<file path="src/gbsm_pkg.sv">
// gbsm_pkg: types, codes and fixed widths for the grid binning block
// no dependencies
package gbsm_pkg;

   localparam int COORD_W = 16;
   localparam int CELL_W  = 15;
   localparam int GRID_W  = 7;
   localparam int CNT_W   = 15;
   localparam int AREA_W  = 6;
   localparam int IDX_W   = 14;
   localparam int QUO_W   = 16;
   localparam int CSR_ADDR_W = 3;
   localparam int CSR_DATA_W = 15;

   localparam logic [1:0] OP_CLEAR = 2'd0;
   localparam logic [1:0] OP_LOAD  = 2'd1;
   localparam logic [1:0] OP_MERGE = 2'd2;
   localparam logic [1:0] OP_QUERY = 2'd3;

   localparam logic [1:0] ST_OK      = 2'd0;
   localparam logic [1:0] ST_OUTSIDE = 2'd1;
   localparam logic [1:0] ST_FULL    = 2'd2;
   localparam logic [1:0] ST_BAD_IDX = 2'd3;

   localparam logic [CSR_ADDR_W-1:0] CSR_GRID_ROWS  = 3'd0;
   localparam logic [CSR_ADDR_W-1:0] CSR_GRID_COLS  = 3'd1;
   localparam logic [CSR_ADDR_W-1:0] CSR_CELL_DEPTH = 3'd2;
   localparam logic [CSR_ADDR_W-1:0] CSR_CELL_WIDTH = 3'd3;
   localparam logic [CSR_ADDR_W-1:0] CSR_MIN_POINTS = 3'd4;

   typedef struct packed {
      logic [1:0]               op;
      logic signed [COORD_W-1:0] x_coord;
      logic signed [COORD_W-1:0] y_coord;
      logic [IDX_W-1:0]         point_index;
   } req_type;

   typedef struct packed {
      logic [AREA_W-1:0] area;
      logic [CNT_W-1:0]  area_points;
      logic [1:0]        status;
   } rsp_type;

endpackage

</file>
<file path="src/gbsm_div.sv">
// gbsm_div: restoring divider, one quotient bit per cycle
// depends on gbsm_pkg
module gbsm_div (
   input  logic                        clock,
   input  logic                        reset,
   input  logic                        start,
   input  logic [gbsm_pkg::QUO_W-1:0]  dividend,
   input  logic [gbsm_pkg::CELL_W-1:0] divisor,
   output logic                        done,
   output logic [gbsm_pkg::QUO_W-1:0]  quotient
);
   import gbsm_pkg::*;

   logic [QUO_W-1:0]  quo_ff, quo_in;
   logic [CELL_W-1:0] rem_ff, rem_in;
   logic [CELL_W-1:0] dvs_ff, dvs_in;
   logic [4:0]        cnt_ff, cnt_in;
   logic              busy_ff, busy_in;
   logic              done_ff, done_in;
   logic [CELL_W:0]   trial;
   logic [CELL_W:0]   diff;

   always_comb begin
      trial   = {rem_ff, quo_ff[QUO_W-1]};
      diff    = trial - {1'b0, dvs_ff};
      quo_in  = quo_ff;
      rem_in  = rem_ff;
      dvs_in  = dvs_ff;
      cnt_in  = cnt_ff;
      busy_in = busy_ff;
      done_in = 1'b0;
      if (start) begin
         quo_in  = dividend;
         rem_in  = '0;
         dvs_in  = divisor;
         cnt_in  = '0;
         busy_in = 1'b1;
      end else if (busy_ff) begin
         if (trial >= {1'b0, dvs_ff}) begin
            rem_in = diff[CELL_W-1:0];
            quo_in = {quo_ff[QUO_W-2:0], 1'b1};
         end else begin
            rem_in = trial[CELL_W-1:0];
            quo_in = {quo_ff[QUO_W-2:0], 1'b0};
         end
         cnt_in = cnt_ff + 5'd1;
         if (cnt_ff == 5'(QUO_W - 1)) begin
            busy_in = 1'b0;
            done_in = 1'b1;
         end
      end
   end

   always_ff @(posedge clock) begin
      quo_ff <= quo_in;
      rem_ff <= rem_in;
      dvs_ff <= dvs_in;
      cnt_ff <= cnt_in;
      if (reset) begin
         busy_ff <= 1'b0;
         done_ff <= 1'b0;
      end else begin
         busy_ff <= busy_in;
         done_ff <= done_in;
      end
   end

   assign done     = done_ff;
   assign quotient = quo_ff;

endmodule

</file>
<file path="config.mk">
export PLATFORM = sky130hd
export DESIGN_NAME = gbsm_div
export DESIGN_NICKNAME = d
export VERILOG_FILES = /design/src/gbsm_pkg.sv /design/src/gbsm_div.sv
export SDC_FILE = /design/constraint.sdc
export NUM_CORES = 1
export LEC_CHECK = 0
export ABC_AREA = 1
export BUFFER_PORTS_ARGS = -buffer_cell sky130_fd_sc_hd__buf_2
export CAP_MARGIN = 20
export CORE_MARGIN = 10
export CORE_UTILIZATION = 35
export DETAILED_ROUTE_END_ITERATION = 10
export HOLD_SLACK_MARGIN = 0.02
export PLACE_DENSITY = 0.6
export REMOVE_ABC_BUFFERS = 1
export SLEW_MARGIN = 20
export SYNTH_ARGS = -nofsm -noshare
export SYNTH_HDL_FRONTEND = slang
export SYNTH_SLANG_ARGS = --single-unit
export TNS_END_PERCENT = 50
</file>
<file path="constraint.sdc">
create_clock -name clock -period 3.35 [get_ports clock]
set_input_delay 0.1675 -clock clock [delete_from_list [all_inputs] [get_ports clock]]
set_output_delay 0.1675 -clock clock [all_outputs]
set_load 0.02 [all_outputs]
</file>
# After elaboration in Yosys (flattened, before gate mapping)
# Index checks and enable logic that the tools add are counted.
# totals
input_bits	34
word_cells	21
ff_bits	53
out_inout_bits	17
# op_classes
n_bitwise	1
n_lt_le_gt_ge	1
reduce_logical	2
add_sub_neg	2
muxes	8
eq_ne	1
# ops
operator	n
two-way mux 16 bit	2
greater-or-equal comparator 16 x 15 -> 1 bit	1
two-way mux 15 bit	1
subtractor 15 bit	1
adder 5 x 1 -> 5 bit, second input constant	1
equality test 5 x 4 -> 1 bit, second input constant	1
two-way mux 1 bit	5
OR reduction 3 bit	1
nonzero test 2 bit	1
NOT 1 bit	1

# Depth between registers and ports, before layout
# logic_depth
word_depth	4
ltp_mapped	14
ltp_nobuf	14

# Least setup slack after synthesis
# OpenSTA, ideal clock, no wires.
# synth_path
kind	reg-to-reg
start	register quo_ff[15], in the netlist quotient[15]
end	register rem_ff[13]
arrival_ns	1.984
t_required_ns	3.238
path_slack_ns	1.254
n_path_buf	1
setup_ns	0.112
path_stages_with_launch	15
path_cell_list	edfxtp_1 > inv_1 > ha_1 > fa_1 > inv_1 > nand2_1 > nand2_1 > nand3_1 > nand3_1 > nand2_4 > nand2_4 > buf_12 > nand3_2 > nand2_1 > nand2_1
# synth_between
elab_chain_cells	2
elab_cells_between_ends	3
cone_classes	add/sub: 1; order compare: 1; mux: 1
# synth_lines
element	line	text
start: declaration	gbsm_div.sv:14	logic [QUO_W-1:0] quo_ff, quo_in;
start signal: assignment	gbsm_div.sv:55	quo_ff <= quo_in;
subtractor 15 bit or greater-or-equal comparator 16 x 15 -> 1 bit (tied branches)	gbsm_div.sv:25, gbsm_div.sv:39	
two-way mux 15 bit *	gbsm_div.sv:39	if (trial >= {1'b0, dvs_ff}) begin
end signal: assignment	gbsm_div.sv:56	rem_ff <= rem_in;
end: declaration	gbsm_div.sv:15	logic [CELL_W-1:0] rem_ff, rem_in;
# Mark *: on every way between the ends. The rest lies on a longest branch, timed or not.
# A chain may end at the register's enable or synchronous reset.

# Worst setup path in the final report
# layout_path
start	register quo_ff[15], in the netlist quotient[15]
end	register rem_ff[0]
# The elaborated chain is that of the path after synthesis.

==> impl_metrics.json <==
{
  "status": "completed",
  "grt_use_total": 0.1136,
  "place.gp.congestion": 0.8795,
  "final_hold_viol_count": 0,
  "timing.final.crit_share": 0.6749,
  "finish.net_count": 541,
  "fin_setup_tns_ps": 0,
  "detailedRoute.firstIterationViolations": 121,
  "syn_inst": 421,
  "post-layout-total-power_mw": 1.429,
  "numCtsBuffers": 5,
  "irDropWorstVdd_v": 0.0001696,
  "synth_edf_count": 31,
  "achievable-frequency_mhz": 442.3,
  "reg2reg_setup_slack_ps": 1090,
  "critical-path-max-stage-delay_ps": 400,
  "worst_pin_slew_ps": 839.6,
  "chipWidth_um": 115.2,
  "grt_pass1_vias": 2622,
  "synth_flop_cell": "sky130_fd_sc_hd__edfxtp_1",
  "max-clock-path-buffers": 2,
  "final.min_clock_period_ps": 2261,
  "post_synth.cell_area_avg_um2": 7.531,
  "critical_path.cell_chain": "inv_1, ha_1, fa_1, inv_1, nand2_1, nand2_1, nand3_1, nand3_1, nand2_4, nand2_4, nand2_1, nand3_1, o21ai_0",
  "grt_overflow": 0,
  "hold_slack_ps": 112.8,
  "met1Wirelength_um": 3354,
  "yosysWarningCount": 0,
  "initial_core_util": 0.3618,
  "netlist_top_cells_count": "sky130_fd_sc_hd__nand2_1, sky130_fd_sc_hd__inv_1, sky130_fd_sc_hd__nand3_1",
  "detailedPlacementHpwl_um": 5374,
  "number_of_buffers_inserted_by_post_cts_setup_repair": 0,
  "clock_skew_ps": 9.001,
  "path_max_fanout": 17,
  "yosysUniqueCellTypes": 34,
  "num_antenna_cells": 0,
  "detailedRoute.firstPassIterationCount": 4,
  "fp-row-count": 34,
  "clock_pin_slew_worst_setup_and_hold_paths_ps": 100,
  "synthMostInstantiatedCell": "sky130_fd_sc_hd__nand2_1",
  "grt_setup_unrepaired": "false",
  "cts.sinks": 53,
  "dr_wl_met3_um": 223,
  "critical_path_arrival_ps": 2440,
  "post_cts.resized_instances": 0,
  "finalWirelength_um": 7183,
  "grt_antenna_before_repair": 0,
  "routed-via-count": 2681,
  "finalSetupViolCount": 0,
  "grt_start_max_net_pins": 24,
  "fp.dieH_um": 115.2,
  "vias_per_cell": 4.483,
  "cts.htree.levels": 2,
  "critPathKind": "register to register",
  "critPathRequiredTime_ps": 3530,
  "area.growth.synth_to_final_pct": 19.57,
  "seq_area_frac_synth": 0.4325,
  "final_antenna_net_count": 0,
  "top_layer_used": "met4",
  "first_pass_grt_wire_length_um": 12290,
  "wl_met2_um": 3504,
  "synth_area_leaders": "sky130_fd_sc_hd__edfxtp_1, sky130_fd_sc_hd__nand2_1, sky130_fd_sc_hd__dfxtp_1",
  "root_buffer": "sky130_fd_sc_hd__clkbuf_8",
  "drt_drc_violations_left": 0,
  "drv.max_cap_violation_count": 0,
  "yosys_register_bits": 53,
  "postCtsHoldBufs": 16,
  "layout_fillers": 899,
  "crit_slowest_cell": "sky130_fd_sc_hd__fa_1",
  "critPathLaunchType": "register",
  "layout-drive-gt1-share": 0.1490,
  "synthesis.area_mm2": 0.003171,
  "cts_tree": "built",
  "hold_class": "input port to register",
  "cellPowerDensity_mw_per_mm2": 376.8,
  "synth_area_leader": "sky130_fd_sc_hd__edfxtp_1",
  "critPathCaptureType": "register",
  "die_area_mm2": 0.01327,
  "synth_async_sr_flop_share": 0,
  "port-buffer-count": 50,
  "insertion_delay_ps": 310,
  "final-max-slew-violation-count": 0,
  "synth_top_area_frac": 0.2936,
  "static-leakage-power_nw": 2.015,
  "floorplan.core_area_mm2": 0.008763,
  "routedWlPerCell_um": 12.01,
  "design.portCount": 51,
  "slew-limit-headroom": 0.4397
}
[state kept, by name, summed over array words and instances (netlist names)]
name and flops:
dvs_ff 15, rem_ff 15, quotient 16, cnt_ff 5
busy_ff 1, done 1
[critical path: cells and delay by family, from the launching register on]
kind | cells | cell delay (ps)
and+or+nand+nor | 8 | 920
DFF | 1 | 360
AOI/OAI and AO/OA | 1 | 80
adders and majority gates | 2 | 620
buffers and inverters | 2 | 140
[per-layer routing]
metal	GRT usage	vias to the layer above
met1	0.1413	1197
met3	0.02083	8
li1	-	1442
met4	0.04043	0
met2	0.1918	34
met5	0	-
[layout by cell type (no fill, tap or decap), types with 2 or more instances in the layout]
| cell type | Yosys | final |
|---|---|---|
| sky130_fd_sc_hd__nand2_1 | 161 | 161 |
| sky130_fd_sc_hd__xnor2_1 | 3 | 3 |
| sky130_fd_sc_hd__nand4_1 | 2 | 2 |
| sky130_fd_sc_hd__buf_4 | 1 | 3 |
| sky130_fd_sc_hd__nor3_1 | 6 | 6 |
| sky130_fd_sc_hd__nand2_4 | 2 | 2 |
| sky130_fd_sc_hd__clkbuf_8 | 0 | 5 |
| sky130_fd_sc_hd__edfxtp_1 | 31 | 31 |
| sky130_fd_sc_hd__a31oi_1 | 2 | 2 |
| sky130_fd_sc_hd__ha_1 | 17 | 17 |
| sky130_fd_sc_hd__nor2_1 | 12 | 12 |
| sky130_fd_sc_hd__xor2_1 | 3 | 3 |
| sky130_fd_sc_hd__dfxtp_1 | 22 | 22 |
| sky130_fd_sc_hd__dlygate4sd3_1 | 0 | 16 |
| sky130_fd_sc_hd__nand3_1 | 35 | 35 |
| sky130_fd_sc_hd__a21oi_1 | 8 | 8 |
| sky130_fd_sc_hd__o21ai_0 | 7 | 7 |
| sky130_fd_sc_hd__nand3b_1 | 3 | 3 |
| sky130_fd_sc_hd__nand3_2 | 6 | 6 |
| sky130_fd_sc_hd__inv_1 | 81 | 81 |
| sky130_fd_sc_hd__buf_2 | 1 | 50 |
[report_power, final]
part | internal, mW | leakage (nW) | total, mW | switching [mW]
Clock | 0.226 | 0.0558 | 0.451 | 0.225
Combinational | 0.0860 | 1.47 | 0.226 | 0.140
Sequential | 0.734 | 0.489 | 0.751 | 0.0170
[cell families (layout without fill, tap and decap cells)]
| family | Yosys count | in the layout | share of synthesized area |
|---|---|---|---|
| AND/OR/NAND/NOR | 234 | 234 | 0.3248 |
| flip-flops | 53 | 53 | 0.4325 |
| XOR/XNOR | 6 | 6 | 0.01658 |
| AO/OA/AOI/OAI | 20 | 20 | 0.03710 |
| adder cells (fa/ha/maj) | 18 | 18 | 0.07340 |
| buffers and inverters | 90 | 159 | 0.1156 |
[through the flow]
| stage | util | std cells | instance area [um^2] | setup WS [ps] |
|---|---|---|---|---|
| 6_report | 0.4326 | 598 | 3791 | 1089 |
| 5_1_grt | 0.4326 | 598 | 3791 | 826.3 |
| 3_5_place_dp | 0.4016 | 574 | 3520 | 1105 |
| 4_1_cts | 0.4326 | 598 | 3791 | 1082 |
| 3_3_place_gp | 0.4016 | 574 | 3520 | 1184 |
| 2_1_floorplan | - | 413 | 3112 | 1222 |
[layout make-up]
cell class	instances	area, um^2	area share
flip-flops and latches	53	1371	0.3617
inverters	82	307.8	0.08119
multi-input cells	278	1433	0.3779
repair buffers	69	432.9	0.1142
clock inverters	2	38.79	0.01023
clock buffers	6	72.57	0.01914
well taps	108	135.1	0.03564
[path summary, 6_finish.rpt]
kind,start,end,depth (start not counted)
max,quotient[15],rem_ff[0],13
min,dividend[5],quotient[5],3
max reg2reg,quotient[15],rem_ff[0],13
min reg2reg,rem_ff[6],rem_ff[6],2
Power figures use the tool's default switching activity.
