## src/gbsm_pkg.sv

```systemverilog
// gbsm_pkg: types, codes and fixed widths for the grid binning block
// no dependencies
package gbsm_pkg;

   localparam int COORD_W = 16;
   localparam int CELL_W  = 15;
   localparam int GRID_W  = 7;
   localparam int CNT_W   = 15;
   localparam int AREA_W  = 6;
   localparam int IDX_W   = 14;
   localparam int QUO_W   = 16;
   localparam int CSR_ADDR_W = 3;
   localparam int CSR_DATA_W = 15;

   localparam logic [1:0] OP_CLEAR = 2'd0;
   localparam logic [1:0] OP_LOAD  = 2'd1;
   localparam logic [1:0] OP_MERGE = 2'd2;
   localparam logic [1:0] OP_QUERY = 2'd3;

   localparam logic [1:0] ST_OK      = 2'd0;
   localparam logic [1:0] ST_OUTSIDE = 2'd1;
   localparam logic [1:0] ST_FULL    = 2'd2;
   localparam logic [1:0] ST_BAD_IDX = 2'd3;

   localparam logic [CSR_ADDR_W-1:0] CSR_GRID_ROWS  = 3'd0;
   localparam logic [CSR_ADDR_W-1:0] CSR_GRID_COLS  = 3'd1;
   localparam logic [CSR_ADDR_W-1:0] CSR_CELL_DEPTH = 3'd2;
   localparam logic [CSR_ADDR_W-1:0] CSR_CELL_WIDTH = 3'd3;
   localparam logic [CSR_ADDR_W-1:0] CSR_MIN_POINTS = 3'd4;

   typedef struct packed {
      logic [1:0]               op;
      logic signed [COORD_W-1:0] x_coord;
      logic signed [COORD_W-1:0] y_coord;
      logic [IDX_W-1:0]         point_index;
   } req_type;

   typedef struct packed {
      logic [AREA_W-1:0] area;
      logic [CNT_W-1:0]  area_points;
      logic [1:0]        status;
   } rsp_type;

endpackage

```

## src/gbsm_table.sv

```systemverilog
// gbsm_table: per-area memory, one write and one registered read port
// unwritten entries read as zero or as their own index; depends on gbsm_pkg
module gbsm_table #(
   parameter int DEPTH = 64,
   parameter int WIDTH = 15,
   parameter bit IDENT = 1'b0
) (
   input  logic                     clock,
   input  logic                     reset,
   input  logic                     clear,
   input  logic                     wr_en,
   input  logic [$clog2(DEPTH)-1:0] wr_addr,
   input  logic [WIDTH-1:0]         wr_data,
   input  logic                     rd_en,
   input  logic [$clog2(DEPTH)-1:0] rd_addr,
   output logic [WIDTH-1:0]         rd_data
);
   import gbsm_pkg::*;

   localparam int AW = $clog2(DEPTH);

   logic [WIDTH-1:0] mem [DEPTH];
   logic [DEPTH-1:0] vld_ff;
   logic [WIDTH-1:0] q_ff;
   logic             qv_ff;
   logic [AW-1:0]    qa_ff;

   always_ff @(posedge clock) begin
      if (wr_en) begin
         mem[wr_addr] <= wr_data;
      end
      if (rd_en) begin
         q_ff  <= mem[rd_addr];
         qv_ff <= vld_ff[rd_addr];
         qa_ff <= rd_addr;
      end
   end

   always_ff @(posedge clock) begin
      if (reset || clear) begin
         vld_ff <= '0;
      end else if (wr_en) begin
         vld_ff[wr_addr] <= 1'b1;
      end
   end

   always_comb begin
      if (qv_ff) begin
         rd_data = q_ff;
      end else if (IDENT) begin
         rd_data = WIDTH'(qa_ff);
      end else begin
         rd_data = '0;
      end
   end

endmodule

```

## config.mk

```make
export PLATFORM = sky130hd
export DESIGN_NAME = gbsm_table
export DESIGN_NICKNAME = d
export VERILOG_FILES = /design/src/gbsm_pkg.sv /design/src/gbsm_table.sv
export SDC_FILE = /design/constraint.sdc
export NUM_CORES = 1
export LEC_CHECK = 0
export ABC_AREA = 1
export BUFFER_PORTS_ARGS = -buffer_cell sky130_fd_sc_hd__buf_2
export CORE_MARGIN = 2
export CORE_UTILIZATION = 25
export CTS_CLUSTER_DIAMETER = 30
export CTS_CLUSTER_SIZE = 14
export DETAILED_ROUTE_END_ITERATION = 8
export SYNTH_ARGS = -nofsm -noshare
export SYNTH_HDL_FRONTEND = slang
export SYNTH_SLANG_ARGS = --single-unit
```

## constraint.sdc

```tcl
create_clock -name clock -period 2.6 [get_ports clock]
set_input_delay 0.52 -clock clock [delete_from_list [all_inputs] [get_ports clock]]
set_output_delay 0.52 -clock clock [all_outputs]
set_load 0.01 [all_outputs]
```

; ---- Word level (Yosys, flattened, before mapping)
; Memories as Yosys holds them, arrays and structs flattened. A register that Yosys moved wholly into a read port is not among the register bits.
; Cells that the tools add are included.
[totals]
output_inout_bits = 15
mem_bits_rw = 960
memories = 1
word_cells = 16
inputBits = 32
ff_bits = 65
[memory_table]
columns = memory, depth, width, rd, rd_ports_with_merged_regs, wr, line_no
row1 = mem, 64, 15, 1, 1, 1, gbsm_table.sv:22  ; logic [WIDTH-1:0] mem [DEPTH];
[classes]
bitwise = 1
n_lt_le_gt_ge = 3
reduce_logical = 2
n_mux = 7
[op_table]
columns = operator, n
row1 = bitwise OR 64 bit, 1
row2 = 2-to-1 mux 15 bit, 1
row3 = "less-than comparator 6 x 7 -> 1 bit, second input constant", 2
row4 = binary-select mux 1 bit (select 6 bit), 1
row5 = demux 1 bit (select 6 bit), 1
row6 = ">= comparator 6 x 1 -> 1 bit, second input constant", 1
row7 = 2-to-1 mux 1 bit, 4
row8 = logical AND 1 bit, 1
row9 = logical OR 1 bit, 1

; ---- Depth between registers and ports, before layout
; Gate-level depths: netlist of run 1.
[depth]
word_depth = 5
mapped_depth = 12
mapped_depth_nobuf = 9

; ---- Least setup slack after synthesis of run 1
; No wires, ideal clock.
[synth_timing]
path_kind = input-to-reg
start = input port wr_en
end = memory mem[55][0] (enable)
cell_stages = 4
n_path_buf = 0
required_time_ps = 2212
arrival_ps = 1728
setup_slack_ps = 484
cell_sequence = clkinv_1 -> nor3_1 -> inv_1 -> nor2_1
[synth_via]
elab_chain_len = 2
[synth_rtl]
columns = item, line_no
row1 = from (decl), gbsm_table.sv:11  ; input logic wr_en,
row2 = 2-to-1 mux 1 bit, gbsm_table.sv:29  ; if (wr_en) begin
row3 = 2-to-1 mux 1 bit (not written as such), gbsm_table.sv:30  ; mem[wr_addr] <= wr_data;
row4 = to (decl), gbsm_table.sv:22
; No other way between the ends.

; ---- Worst setup path after layout of run 1
[layout_timing]
start = register qv_ff
end = output port rd_data[2]
[layout_via]
elab_chain_len = 1
[layout_rtl]
columns = item, line_no
row1 = from (decl), gbsm_table.sv:25  ; logic qv_ff;
row2 = from (signal assigned), gbsm_table.sv:34  ; qv_ff <= vld_ff[rd_addr];
row3 = 2-to-1 mux 15 bit, gbsm_table.sv:48  ; if (qv_ff) begin
row4 = to (decl), gbsm_table.sv:16  ; output logic [WIDTH-1:0] rd_data
; No other way between the ends.

==> results of run 1 <==
## logic make-up after synthesis
kind of cell	Yosys count	synth area share, %
DFF	1040	72.3
and+or+nand+nor	2394	23.8
buffers and inverters	286	3.90
## through the flow
| step | setup TNS [ns] | setup WS (ns) | instance area (um2) | std cells |
|---|---|---|---|---|
| floorplan | 0 | 0.484 | 42300 | 3720 |
| global placement | -0.108 | -0.0622 | 46200 | 5959 |
| global route | 0 | 0.116 | 53000 | 6328 |
| finish | 0 | 0.129 | 53000 | 6328 |
| detailed placement | -0.166 | -0.0833 | 46200 | 5959 |
| CTS | 0 | 0.113 | 53000 | 6327 |
## routing by layer
layer  vias up  part of all wire (%)  global-route usage [%]
met2      1148                    48                    23.1
met1     14377                    40                    17.6
li1      13415                     -                       -
met5         -                     0                       0
met3       230                   6.7                    2.44
met4         0                   4.7                    7.32
## area by class of cell
cell class | instances | area [um2] | area share [%]
tap | 2218 | 2780 | 5.24
clock buffer | 236 | 5120 | 9.67
antenna | 1 | 2.50 | 0.00472
inverter | 57 | 240 | 0.453
clock inverter | 129 | 1580 | 2.98
sequential | 1040 | 30600 | 57.7
timing repair buffer | 253 | 2580 | 4.87
multi-input combinational | 2394 | 10100 | 19.0
## report_power, final
group	internal (mW)	switching, mW	total [mW]
Combinational	0.673	1.78	2.46
Clock	16.6	8.68	25.3
Sequential	18.5	0.0331	18.5
Total	35.7	10.5	46.2
## cells in the mapped netlist
library cell  instances
edfxtp_1            976
buf_2               103
nor2_1              195
nand3_1             864
inv_8                 1
clkinv_1              1
buf_6                40
dfxtp_1              64
or2_2                 1
clkbuf_1             27
inv_1                53
inv_2                 2
nor3_1               14
nand2_1            1320
buf_1                22
buf_4                37
## sequential cells by signal, summed over array words and instances, names as in the netlist
name and flops:
mem 960, q_ff 15, qv_ff 1, vld_ff 64
## what timing repair did
| item | 4_1_cts | 5_1_grt |
|---|---|---|
| gates resized for setup | 0 | 0 |
| hold endpoints to repair | 0 | 0 |
| buffers inserted | 3 | 0 |
| endpoints found under the setup margin | 11 | 0 |
| hold buffers | 0 | 0 |
## path summary, 6_finish.rpt
kind	start	to	slack [ns]
max reg2reg	mem[6][2]	q_ff[2]	0.91
min	wr_data[9]	mem[22][9]	0.22
max	qv_ff	rd_data[2]	0.13
min reg2reg	vld_ff[13]	vld_ff[13]	0.46
## cells in the final DEF, fill, tap and decap left out, drive strengths merged
cell type / instances
nor3: 14
nand3: 864
clkbuf: 236
dfxtp: 64
clkinvlp: 20
bufinv: 25
nand2: 1320
diode: 1
buf: 253
nor2: 195
edfxtp: 976
or2: 1
clkinv: 64
inv: 77
==> flow_metrics.tcl, run 1 <==
set metrics [dict create \
    grt_pass1_wl_mm 183 \
    cts_tree "built" \
    synth_area_mm2 0.0423 \
    setup_viol 0 \
    drc 0 \
    place.port_buffers 46 \
    maxCapViolations 0 \
    syn_to_final_growth_pct 25.2 \
    rsz0062_at_grt "false" \
    grt_pass1_vias 28461 \
    p_leak_nw 19.4 \
    cp.buffers_inverters 3 \
    post-route-period-util_pct 95.1 \
    worst_slew_pin_slew_ns 0.967 \
    hold_path_class "in -> reg" \
    synth-seq-area-share_pct 72.3 \
    hold_violations 0 \
    wl_mm 123 \
    die_y_um 415 \
    finClkSkew_ns 0.0251 \
    avgSynthCellArea_um2 11.4 \
    crit_path_start_kind "register" \
    firstDrtPassIters 8 \
    syn_nets 3752 \
    cpPeakStageDelay_ns 0.41 \
    grt_overflow 0 \
    synth_largest_area_cell "edfxtp_1" \
    hpwl_mm 72.1 \
    path_delay_family "buffers and inverters" \
    die_x_um 415 \
    cp_cell_sequence "buf_12 > nand2_1 > inv_1 > buf_2" \
    wl_per_cell_um 19.5 \
    dieArea_mm2 0.173 \
    pin_count 47 \
    cts_sinks 1040 \
    drive_above_1_share_pct 13.8 \
    hold_path_depth 1 \
    synth-seq-cells 1040 \
    vias 29170 \
    cts_made_buffers 193 \
    h-tree-depth 4 \
    p_total_mw 46.2 \
    cts-root-buf "clkbuf_16" \
    nets 3971 \
    grt_max_degree 65 \
    clock_latency_ns 0.78 \
    ys_top_cells_by_area "edfxtp_1 (69%), nand2_1 (12%), nand3_1 (10%)" \
    max_freq_mhz 405 \
    ir_drop_mv 0.701 \
    path_depth 4 \
    drt-initial-drc-count 3139 \
    ant_nets 0 \
    critPathSlowestCell "edfxtp_1" \
    core_area_mm2 0.169 \
    syn_inst 3720 \
    synth_cell_types 16 \
    fin_crit_ns 2.47 \
    crit_fanout 9 \
    n_fill_cell 16633 \
    gp_congestion 0.874 \
    holdWs_ns 0.222 \
    maxSlewViolCount 0 \
    worstPathArrival_ns 1.95 \
    power-per-cell-area_mw_per_mm2 873 \
    worstPathRequired_ns 2.08 \
    clockBufferDepth 3 \
    rr_worst_depth 8 \
    status "finished, final reports clean" \
    worstSetupPathType "reg -> out" \
    vias_per_cell 4.61 \
    cts.reportedPaths.clkPinSlew_ns 0.05 \
    antenna_found_initial 5 \
    grt.total_usage_pct 14.0 \
    initial_core_util_pct 25.1 \
    slew_headroom_pct 35.5 \
    final_core_util_pct 31.4 \
    synth_warnings 0 \
    synth_top_area_share_pct 69.2 \
    std_cell_rows 151 \
    end_kind "output port" \
]
Power figures use the tool's default switching activity.
==> run 2: changes to the inputs <==
- SETUP_SLACK_MARGIN: not set -> 0.15
==> flow_metrics.tcl, run 2 (synthesis gave the netlist of run 1 again) <==
set metrics [dict create \
    hpwl_mm 72.1 \
    top_regs "mem x960, vld_ff x64, q_ff x15" \
    cts.reportedPaths.clkPinSlew_ns 0.05 \
    placed_area_mm2 0.0462 \
    ir_drop_mv 0.704 \
    cts-root-buf "clkbuf_16" \
    nets 3971 \
    rsz0062_at_grt "false" \
    final_cells 6328 \
    hold_end "mem[22][9]" \
    pin_count 47 \
    largest_reg_flops 960 \
    dp.cells 5959 \
    wl_per_cell_um 19.5 \
    hold_violations 0 \
    clock_latency_ns 0.78 \
    initial_core_util_pct 25.1 \
    drive_above_1_share_pct 13.9 \
    slew_headroom_pct 35.0 \
    p_leak_nw 19.4 \
    grt_pass1_vias 28461 \
    grt_max_degree 65 \
    std_cell_rows 151 \
    maxSlewViolCount 0 \
    drc 0 \
    finClkSkew_ns 0.0251 \
    rr_worst_depth 8 \
    status "finished, final reports clean" \
    fin_ws_ns 0.196 \
    die_y_um 415 \
    cts_sinks 1040 \
    power-per-cell-area_mw_per_mm2 873 \
    fin_tns_setup_ns 0 \
    post-place-ws_ns -0.0833 \
    hold_path_class "in -> reg" \
    worst_slew_pin_slew_ns 0.975 \
    vias 29158 \
    r2r_slack_ns 0.89 \
    end_kind "output port" \
    worstSetupPathType "reg -> out" \
    startpoint "qv_ff" \
    hp-start "wr_data[9]" \
    wl_mm 123 \
    worstPathRequired_ns 2.08 \
    die_x_um 415 \
    h-tree-depth 4 \
    place.port_buffers 46 \
    max_freq_mhz 416 \
    vias_per_cell 4.61 \
    cts_made_buffers 193 \
    gp_congestion 0.874 \
    design_area_mm2 0.0530 \
    final_common_cell "nand2_1" \
    layout_common_cells "nand2_1 (1316), edfxtp_1 (976), nand3_1 (864)" \
    maxCapViolations 0 \
    crit_fanout 9 \
    holdWs_ns 0.219 \
    setup_viol 0 \
    drt-initial-drc-count 3144 \
    worstPathArrival_ns 1.88 \
    firstDrtPassIters 7 \
    clockBufferDepth 3 \
    crit_path_start_kind "register" \
    fin_crit_ns 2.40 \
    cts_tree "built" \
    ant_nets 0 \
    r2r_start "mem[6][2]" \
    post-route-period-util_pct 92.5 \
    grt_pass1_wl_mm 183 \
    grt.total_usage_pct 14.0 \
    antenna_found_initial 5 \
    syn_to_final_growth_pct 25.2 \
    top_register "mem" \
    r2r-end "q_ff[2]" \
    dieArea_mm2 0.173 \
    hold_path_depth 1 \
    core_area_mm2 0.169 \
    grt_overflow 0 \
]
==> run 2: what timing repair did <==
item,CTS,global route
gates resized for setup,3,1
cloned,0,0
hold buffers,0,0
endpoints found under the setup margin,15,1
setup buffers,3,0
==> run 2: per-stage QoR <==
| step | utilization [%] | power, mW |
|---|---|---|
| 3_5_place_dp | 27.4 | 21.3 |
| 4_1_cts | 31.4 | 46.5 |
| 3_3_place_gp | 27.4 | 21.2 |
| 2_1_floorplan | - | 20.1 |
| 5_1_grt | 31.4 | 47.5 |
| 6_report | 31.4 | 46.2 |
==> run 2: power by group <==
group,internal (mW),switching (mW)
Sequential,18.5,0.0340
Combinational,0.674,1.78
Clock,16.6,8.68
==> run 2: how the worst max path moves through the flow <==
stage	to	slack, ns
final	rd_data[4]	0.20
after detailed placement	q_ff[2]	-0.08
after global placement	q_ff[2]	-0.06
after global routing	rd_data[10]	0.17
after floorplan	mem[55][0]	0.48
after CTS	rd_data[1]	0.13
==> run 2: worst max-delay path: stages, from the launching register on <==
cell	delay, ns
edfxtp_1	0.37
buf_12	0.15
buf_4	0.14
nand2_1	0.05
inv_1	0.20
buf_2	0.18
==> run 2: layout make-up <==
type	instances	area [um2]
timing repair buffer	253	2580
inverter	57	240
clock buffer	236	5120
antenna	1	2.50
sequential	1040	30600
clock inverter	129	1580
fill	16632	116000
multi-input combinational	2394	10100
tap	2218	2780
==> run 2: layer usage <==
metal,GRT usage (%),vias up,wire length (um)
met4,7.32,0,5860
met2,23.1,1170,59400
met3,2.44,232,8370
met1,17.6,14340,49500
li1,-,13416,-
met5,0,-,0
